$ cat src/hw/rtl/msld_pkg.sv
// Package: types and constants shared by the length-prefixed frame deframer.
`timescale 1ns / 1ps
package msld_pkg;

	// Hunting window depth and header layout
	localparam int unsigned HdrBytes = 12;
	localparam int unsigned IdxW     = 4;
	localparam int unsigned LenW     = 32;
	localparam int unsigned RemW     = 17;

	// Largest frame the downstream buffer holds
	localparam int unsigned BufferBytes = 65536;

	// Sync word "VM3 " in window bytes 8 to 11
	localparam logic [7:0] Magic0 = 8'h56;
	localparam logic [7:0] Magic1 = 8'h4d;
	localparam logic [7:0] Magic2 = 8'h33;
	localparam logic [7:0] Magic3 = 8'h20;

	localparam logic [RemW-1:0] MaxFrameReset = 17'h10000;
	localparam logic [31:0]     CounterReset  = 32'd1;

	// Register map, one 32-bit word per register
	typedef enum logic [1:0] {
		RegCrate     = 2'd0,
		RegControl   = 2'd1,
		RegProcessor = 2'd2,
		RegMaxFrame  = 2'd3
	} cfg_reg_t;

	// One result item
	typedef struct packed {
		logic [7:0]  byte_val;
		logic        first;
		logic        last;
		logic [31:0] number;
		logic [7:0]  crate;
		logic [7:0]  control;
		logic [15:0] processor;
	} out_item_t;

endpackage

$ cat src/hw/rtl/magic_sync_length_deframer.sv
// Top level: sync-word hunting deframer for length-prefixed frames in a byte stream.
`timescale 1ns / 1ps
// Frame bytes pass through the input register and then the output register; the 12
// window bytes of a matched header load into the output register after its last byte.
// Throughput: 1 byte per cycle while hunting, and inside a frame while frame_ready holds;
// a header burst holds the input while the single output register drains the window.
// Reset: tags clear to 0, limit to 65536, frame counter to 1; hunt with an empty window.
module magic_sync_length_deframer (
	input  logic        clk,
	input  logic        arst_n,
	// raw byte stream
	input  logic        stream_valid,
	output logic        stream_ready,
	input  logic [7:0]  stream_byte,
	// frame bytes
	output logic        frame_valid,
	input  logic        frame_ready,
	output logic [7:0]  frame_byte,
	output logic        frame_first,
	output logic        frame_last,
	output logic [31:0] frame_number,
	output logic [7:0]  crate_tag,
	output logic [7:0]  control_tag,
	output logic [15:0] processor_tag,
	// configuration
	input  logic        psel,
	input  logic        penable,
	input  logic        pwrite,
	input  logic [3:0]  paddr,
	input  logic [31:0] pwdata,
	output logic [31:0] prdata,
	output logic        pready
);
	import msld_pkg::*;

	// ---------------------------------------------------------------
	// Configuration registers
	// ---------------------------------------------------------------
	logic [7:0]      crate_q;
	logic [7:0]      control_q;
	logic [15:0]     processor_q;
	logic [RemW-1:0] max_frame_q;
	logic            cfg_wr;
	cfg_reg_t        cfg_sel;

	assign pready  = 1'b1;
	assign cfg_wr  = psel & penable & pwrite;
	assign cfg_sel = cfg_reg_t'(paddr[3:2]);

	always_ff @(posedge clk or negedge arst_n) begin
		if (!arst_n) begin
			crate_q     <= '0;
			control_q   <= '0;
			processor_q <= '0;
			max_frame_q <= MaxFrameReset;
		end else if (cfg_wr) begin
			case (cfg_sel)
				RegCrate:     crate_q     <= pwdata[7:0];
				RegControl:   control_q   <= pwdata[7:0];
				RegProcessor: processor_q <= pwdata[15:0];
				RegMaxFrame:  max_frame_q <= pwdata[RemW-1:0];
				default:      ;
			endcase
		end
	end

	always_comb begin
		case (cfg_sel)
			RegCrate:     prdata = {24'd0, crate_q};
			RegControl:   prdata = {24'd0, control_q};
			RegProcessor: prdata = {16'd0, processor_q};
			RegMaxFrame:  prdata = {{(32-RemW){1'b0}}, max_frame_q};
			default:      prdata = '0;
		endcase
	end

	// ---------------------------------------------------------------
	// Input register
	// ---------------------------------------------------------------
	logic       valid_s1;
	logic [7:0] byte_s1;
	logic       proc_go;

	// Take a new byte whenever the stage is empty or its byte moves on this cycle
	assign stream_ready = !valid_s1 || proc_go;

	always_ff @(posedge clk or negedge arst_n) begin
		if (!arst_n) begin
			valid_s1 <= 1'b0;
		end else if (stream_valid && stream_ready) begin
			valid_s1 <= 1'b1;
		end else if (proc_go) begin
			valid_s1 <= 1'b0;
		end
	end

	always_ff @(posedge clk) begin
		if (stream_valid && stream_ready) begin
			byte_s1 <= stream_byte;
		end
	end

	// ---------------------------------------------------------------
	// Deframer state
	// ---------------------------------------------------------------
	logic [7:0]      win_q [HdrBytes];
	logic [IdxW-1:0] fill_q;      // bytes held while hunting, 0 to 11
	logic            in_frame_q;
	logic [RemW-1:0] rem_q;       // payload bytes still to pass after the header
	logic [31:0]     counter_q;
	logic            burst_q;     // header bytes are being drained
	logic [IdxW-1:0] burst_idx_q;
	logic            done_q;      // the frame is just its 12-byte header

	logic            out_valid_q;
	out_item_t       out_q;
	logic            out_free;
	logic            burst_go;
	logic            burst_end;
	logic            out_load;
	out_item_t       out_d;

	// Window after writing the new byte at the fill position
	logic [7:0]      nw [HdrBytes];
	logic            full;
	logic            magic_ok;
	logic [LenW-1:0] len;
	logic [LenW:0]   total;
	logic [RemW-1:0] limit;
	logic            hit;
	logic            frame_end;

	always_comb begin
		for (int i = 0; i < HdrBytes; i++) begin
			nw[i] = (fill_q == IdxW'(i)) ? byte_s1 : win_q[i];
		end
	end

	// Header check: sync word in place and total length L+4 within [12, limit]
	assign full     = (fill_q == IdxW'(HdrBytes - 1));
	assign magic_ok = (nw[8] == Magic0) && (nw[9] == Magic1) &&
	                  (nw[10] == Magic2) && (nw[11] == Magic3);
	assign len      = {nw[0], nw[1], nw[2], nw[3]};
	assign total    = {1'b0, len} + (LenW+1)'(4);
	assign limit    = (max_frame_q > RemW'(BufferBytes)) ? RemW'(BufferBytes) : max_frame_q;
	assign hit      = full && magic_ok && (total >= (LenW+1)'(HdrBytes)) &&
	                  (total <= {{(LenW+1-RemW){1'b0}}, limit});

	// Output register can take an item this cycle
	assign out_free = !out_valid_q || frame_ready;

	// Advance the input stage: hunting bytes never need the output, frame bytes do,
	// and nothing moves while the header drains
	assign proc_go   = valid_s1 && !burst_q && (!in_frame_q || out_free);
	assign burst_go  = burst_q && out_free;
	assign burst_end = burst_go && (burst_idx_q == IdxW'(HdrBytes - 1));
	assign frame_end = proc_go && in_frame_q && (rem_q <= RemW'(1));
	assign out_load  = burst_go || (proc_go && in_frame_q);

	always_comb begin
		out_d.crate     = crate_q;
		out_d.control   = control_q;
		out_d.processor = processor_q;
		out_d.number    = counter_q;
		if (burst_q) begin
			out_d.byte_val = win_q[burst_idx_q];
			out_d.first    = (burst_idx_q == '0);
			out_d.last     = done_q && (burst_idx_q == IdxW'(HdrBytes - 1));
		end else begin
			out_d.byte_val = byte_s1;
			out_d.first    = 1'b0;
			out_d.last     = (rem_q <= RemW'(1));
		end
	end

	// Window: write the new byte while hunting, drop the oldest on a mismatch
	always_ff @(posedge clk) begin
		if (proc_go && !in_frame_q) begin
			for (int i = 0; i < HdrBytes; i++) begin
				if (full && !hit) begin
					win_q[i] <= (i < HdrBytes - 1) ? nw[(i + 1) % HdrBytes] : nw[i];
				end else begin
					win_q[i] <= nw[i];
				end
			end
		end
	end

	always_ff @(posedge clk or negedge arst_n) begin
		if (!arst_n) begin
			fill_q      <= '0;
			in_frame_q  <= 1'b0;
			rem_q       <= '0;
			counter_q   <= CounterReset;
			burst_q     <= 1'b0;
			burst_idx_q <= '0;
			done_q      <= 1'b0;
		end else begin
			if (proc_go) begin
				if (in_frame_q) begin
					// pass a payload byte; close the frame on its last byte
					if (frame_end) begin
						in_frame_q <= 1'b0;
						fill_q     <= '0;
						counter_q  <= counter_q + 32'd1;
					end else begin
						rem_q <= rem_q - RemW'(1);
					end
				end else if (hit) begin
					// header found: drain the window, then pass the payload
					fill_q      <= '0;
					burst_q     <= 1'b1;
					burst_idx_q <= '0;
					done_q      <= (total == (LenW+1)'(HdrBytes));
					in_frame_q  <= (total != (LenW+1)'(HdrBytes));
					rem_q       <= RemW'(total - (LenW+1)'(HdrBytes));
				end else if (!full) begin
					fill_q <= fill_q + IdxW'(1);
				end
			end
			if (burst_go) begin
				burst_idx_q <= burst_idx_q + IdxW'(1);
				if (burst_end) begin
					burst_q <= 1'b0;
					if (done_q) begin
						counter_q <= counter_q + 32'd1;
					end
				end
			end
		end
	end

	// ---------------------------------------------------------------
	// Output register
	// ---------------------------------------------------------------
	always_ff @(posedge clk or negedge arst_n) begin
		if (!arst_n) begin
			out_valid_q <= 1'b0;
		end else if (out_load) begin
			out_valid_q <= 1'b1;
		end else if (frame_ready) begin
			out_valid_q <= 1'b0;
		end
	end

	always_ff @(posedge clk) begin
		if (out_load) begin
			out_q <= out_d;
		end
	end

	assign frame_valid   = out_valid_q;
	assign frame_byte    = out_q.byte_val;
	assign frame_first   = out_q.first;
	assign frame_last    = out_q.last;
	assign frame_number  = out_q.number;
	assign crate_tag     = out_q.crate;
	assign control_tag   = out_q.control;
	assign processor_tag = out_q.processor;

endmodule
$ cat config.mk
export PLATFORM = sky130hd
export DESIGN_NAME = magic_sync_length_deframer
export DESIGN_NICKNAME = d
export VERILOG_FILES = /design/src/hw/rtl/msld_pkg.sv /design/src/hw/rtl/magic_sync_length_deframer.sv
export SDC_FILE = /design/constraint.sdc
export NUM_CORES = 1
export LEC_CHECK = 0
export ABC_AREA = 0
export BUFFER_PORTS_ARGS = -buffer_cell sky130_fd_sc_hd__buf_2
export CAP_MARGIN = 0
export CORE_ASPECT_RATIO = 1.75
export CORE_MARGIN = 4
export CORE_UTILIZATION = 35
export CTS_CLUSTER_DIAMETER = 30
export DETAILED_ROUTE_END_ITERATION = 6
export SLEW_MARGIN = 30
export SYNTH_ARGS = -nofsm -noshare
export SYNTH_HDL_FRONTEND = slang
export SYNTH_SLANG_ARGS = --single-unit
$ cat constraint.sdc
create_clock -name clk -period 8.7 [get_ports clk]
set_clock_uncertainty 0.2 [all_clocks]
set_input_delay 0.435 -clock clk [delete_from_list [all_inputs] [get_ports clk]]
set_output_delay 0.435 -clock clk [all_outputs]
set_load 0.005 [all_outputs]
# Word-level counts from Yosys, hierarchy flattened
# Memories as Yosys holds them, arrays and structs flattened.
# Cells that the tools add are included.
# word_totals
register_bits,193
ramBits,96
input_bits,51
out_inout_bits,109
wordCells,175
mem_count,1
# memory_table
memory,depth,word_bits,read_ports,rd_ports_with_merged_regs,wr,line,source
win_q,12,8,13,0,12,magic_sync_length_deframer.sv:106,logic [7:0] win_q [HdrBytes];
# classes
n_addsub,6
order_cmp,4
n_eq_ne,25
muxes,62
bitwise_logic,15
n_reduce_logical,41
# ops
op,n
$mux W32,6
$mux W8,24
$pmux W32 S4,1
$mux W17,4
$add A32 B3 Y33 const B,1
$eq A33 B4 Y1 const B,1
$ge A33 B4 Y1 const B,1
$le A33 B17 Y1,1
$ne A33 B4 Y1 const B,1
$add A32 B1 Y32 const B,1
$mux W4,8
$eq A4 B4 Y1 const B,5
$mux W1,18
$gt A17 B17 Y1 const B,1
$le A17 B1 Y1 const B,1
$sub A17 B1 Y17 const B,1
$sub A17 B4 Y17 const B,1
$eq A4 B3 Y1 const B,4
$eq A8 B6 Y1 const B,2
$eq A8 B7 Y1 const B,2
$logic_and A1 B1 Y1,16
$or A1 B1 Y1,12
$reduce_and A3 Y1,4
$mux W10,1
16 further kinds,36

# Longest topological paths before layout
# depth
word_depth,15
mapped_depth,26
depth_no_buf,20

# Least setup slack after synthesis
# No wires, ideal clock.
# synth_timing
path_kind,flip-flop to flip-flop
startpoint,register fill_q[0]
endpoint,"memory win_q[7][0], data pin"
setup_ns,0.297
arrival_ns,5.109
required_time_ns,8.203
setup_slack_ns,3.094
path_stages_with_launch,23
n_path_buf,3
synth_period_minus_slack_ns,5.606
path_cell_list,dfrtp_1 ha_1 nor3b_1 buf_2 mux2i_1 inv_1 ha_1 clkbuf_1 inv_1 or3_1 and2_1 ha_1 nand4_1 nor2_1 a31oi_1 nand3_1 o211ai_1 a311oi_1 o22ai_1 and4_1 buf_4 nor3_1 a222oi_1
# synth_lines
element,line,source
from (decl),magic_sync_length_deframer.sv:107,logic [IdxW-1:0] fill_q;
from (signal assigned),magic_sync_length_deframer.sv:218,fill_q <= fill_q + IdxW'(1);
to (decl),magic_sync_length_deframer.sv:106,

==> impl_results.md <==
* Status: finished clean
* Critical path required time at between 8000 and 9000 ps
* Clk pwr share at 28.0%
* Synth Area in Compound Gates at between 10% and 20%
* Hold_sp: frame_ready
* Largest net degree at the start of global routing at 75
* Vias in the first global route at ~14,000
* Netlist cell types at a little over 90
* Drt first-iter violations at around 1,300
* Post-synth ARST share at 38.4%
* Routed len/inst at between 20 and 25 um
* Crit path buffers/inverters at 4
* Area share of fa/ha/maj cells after synthesis at under 10%
* Peak VDD IR at between 0.15 and 0.2 mV
* Least-Margin Pin Slew at ~870 ps
* Synth top area share at between 30% and 40%
* CTS Hold Bufs at 27
* Most common flop cell mapped by yosys: edfxtp_1
* Fin. max-slew vios at 0
* CTS tree: done
* Dpl hpwl at between 30,000 and 40,000 um
* Area contributors post-synth: edfxtp_1 32%, dfrtp_1 16%, mux4_2 4.3%, nand2_1 3.8%, mux2_2 3.8%
* Post-synthesis xor/xnor area fraction at under 10%
* CTS clk-pin slew, worst paths at 50 ps
* H-tree levels at 2
* R2R Setup Slk at between 1500 and 2000 ps
* Hold depth at 3
* Total CTS buffers at 43
* Delay-heaviest family, CP: compound AO/OA/AOI/OAI gates
* Non-filler cells, final at roughly 2,300
* Max Cap Viol at 0
* Filler cells at 4,468
* Routability cong. at about 0.97
* I/O Buffers at ~130
* RSZ-0062 raised after global routing: false
* Final Hold Fails at 0
* Yosys reg bits at ~290
* DRC violations left at 0
* Crit start category: flip-flop
* Power Total at 6360 uW
* Setup tns final at 0 ps
* Reg2reg start: fill_q[0]$_DFFE_PN0P_
* FP Rows at between 100 and 150
* Hold EP: frame_valid$_DFFE_PN0P_
* Clk sinks at just under 300
* Routed WL at between 50,000 and 60,000 um
* Largest family of logic cells by synthesized area: simple AND/OR/NAND/NOR gates
* Vias per inst at 5.84
* Detail Route Antenna Nets at 0
* Core Region at between 40,000 and 50,000 um2
* Max incr delay on CP at around 570 ps
* Slew HR at about two fifths
* Syn Inst Count at around 1,600
* Comb power frac at a little under two fifths
* DIE HEIGHT at 297 um
* Clock Latency Late Sink at roughly 550 ps
* Reg-to-Reg End: win_q[2][4]$_DFFE_PP_
* Simple-gate share of the synthesized area at 17.6%
* Die area at between 50,000 and 60,000 um2
* Io pins at 160
* Net load switching power at about 2400 uW
* Initial Util at 35.5%
* Root Driver: clkbuf_16
* Post-cts gate resize count at 0
* Synthesis Warnings at 0
* Final Instance Area at about 20,000 um2
* First-pass GRT wire length at roughly 81,000 um
* Area after DPL at approximately 18,000 um2
* Leakage power at 0.00767 uW
* Fmax at about 0.14 GHz
* Share of cells above drive strength 1 at about a fifth
* Setup violators final at 0
* Mux cell area share after synthesis at 11.6%
* Crit path max fanout at 29
* Maximum clock path buffer count at 3
* Final Critical Period at ~7000 ps
* Min-Delay Path Class: input port to flip-flop
* Sequential share of the synthesized area at 48.7%
* Synth Area per Inst at around 11 um2
* Worst EP arrival at between 7000 and 8000 ps
* P_int at ~3900 uW
* Worst R2R Path Depth at 20
* EDFF count, synth at roughly 180
* Final nets at around 1,800
* Area leader, netlist: edfxtp_1
* Initial antenna violation count at 2
* Dpl cells at 2,235
* GRT Total Usage at between 20% and 30%
* Worst-path cell chain: ha_1, or3b_1, a21oi_1, inv_1, ha_1, inv_1, xnor2_1, inv_1, ha_1, a21oi_1, nor2_1, o31ai_1, nand3_1, o211ai_1, a311oi_1, o22ai_1, nand4_1, nand2_1, buf_4, mux2i_1
* P&R area growth vs syn at 17.8%
* Die X at between 150 and 200 um
* Cell area after synthesis at ~17,000 um2
* Total grt overflow at 0
* Worst-path cell with the longest stage delay: or3b_1
* Crit path from: fill_q[0]$_DFFE_PN0P_
* CP Class: flip-flop to flip-flop
* Switch share at about two fifths
* Post-CTS setup buffer count at 0
* Flop pwr share at 33.9%
* Crit. End Element: flip-flop
* Final period utilization at between 80 and 90%
* Drt first pass iters at 6
* DR vias at ~14,000
* Power per cell area at 323 nW/um2
## kinds of logic after synthesis
family | count (synthesis)
AO/OA/AOI/OAI | 323
XOR/XNOR | 65
adder cells (fa/ha/maj) | 23
buffers and inverters | 159
flip-flops | 289
multiplexers | 145
other | 2
AND/OR/NAND/NOR | 577
## synth_stat cells, types with 13 or more instances
cell	number
nor2_1	90
nand2b_1	29
o22ai_1	16
nand4_1	28
inv_1	42
mux2i_1	56
clkbuf_1	70
nand2_1	169
nor2b_1	16
ha_1	22
buf_4	20
or3_1	13
nand3_1	53
o21ai_0	63
mux2_2	56
buf_2	14
nor3_1	78
a31oi_1	20
a21oi_1	86
and3_1	17
xor2_1	23
xnor2_1	42
edfxtp_1	178
dfrtp_1	109
mux4_2	32
## state kept, by name, indices dropped and copies added, names as in the netlist, 4 cells and up
signal,flops
processor_tag,16
fill_q,4
counter_q,32
rem_q,17
max_frame_q,17
byte_s1,8
processor_q,16
control_q,8
control_tag,8
win_q,96
crate_tag,8
frame_number,32
frame_byte,8
crate_q,8
burst_idx_q,4
## cells in the final DEF (no fill, tap or decap), types with 56 or more instances in the layout
cell      Yosys  routed
edfxtp_1    178     178
nand2_1     169     169
buf_2        14     125
dfrtp_1     109     109
nor2_1       90      88
a21oi_1      86      86
nor3_1       78      77
o21ai_0      63      63
mux2i_1      56      56
mux2_2       56      56
## worst reg2reg max path, stage by stage, from the launching register on
cell	delay, ps
dfrtp_1	430
ha_1	420
or3b_1	580
a21oi_1	570
inv_1	220
ha_1	400
inv_1	310
xnor2_1	240
inv_1	80
ha_1	320
a21oi_1	180
nor2_1	60
o31ai_1	260
nand3_1	140
o211ai_1	140
a311oi_1	130
o22ai_1	470
nand4_1	530
nand2_1	370
buf_4	480
mux2i_1	200
## per-layer routing
metal  vias to the layer above  routed length, um  GRT usage (%)  share of wire (%)
li1                       6189                  -              -                  -
met1                      6632              18600           21.2                 35
met2                       650              27200           35.8                 51
met3                       213               3120           2.88                5.8
met4                         0               4850           15.4                9.0
met5                         -                  0              0                  0
## power groups by stage
stage	combinational (uW)	sequential, uW	clock (uW)
floorplan	1610	2090	0
CTS	2400	2150	1820
detailed placement	2380	2170	0
finish	2420	2150	1780
global placement	2340	2160	0
global route	2620	2180	1870
## through the flow
step,hold WS [ps],util (%),setup slack (ps)
6_report,104,41.8,1660
5_1_grt,128,41.8,1350
4_1_cts,97.6,41.8,1700
3_5_place_dp,236,38.1,1760
3_3_place_gp,232,38.1,1760
2_1_floorplan,-60.6,-,3090
## worst max-delay path by stage
stage,end,slack (ps),cells past startpoint
after global routing,win_q[2][4]$_DFFE_PP_,1350,18
after CTS,win_q[2][4]$_DFFE_PP_,1700,20
final,win_q[2][4]$_DFFE_PP_,1660,20
after global placement,win_q[3][4]$_DFFE_PP_,1760,20
after detailed placement,win_q[2][4]$_DFFE_PP_,1760,20
after floorplan,win_q[7][0]$_DFFE_PP_,3090,22
## area by class of cell
class,instances,area [um2],share of cell area [%]
flip-flops and latches,289,8130,41.3
multi-input cells,1149,7960,40.4
clock inverters,30,382,1.94
clock buffers,49,1110,5.63
well taps,588,736,3.74
repair buffers,191,1200,6.08
diodes,1,2.50,0.0127
inverters,45,169,0.858
No activity file was read; power rests on OpenSTA's default activity.
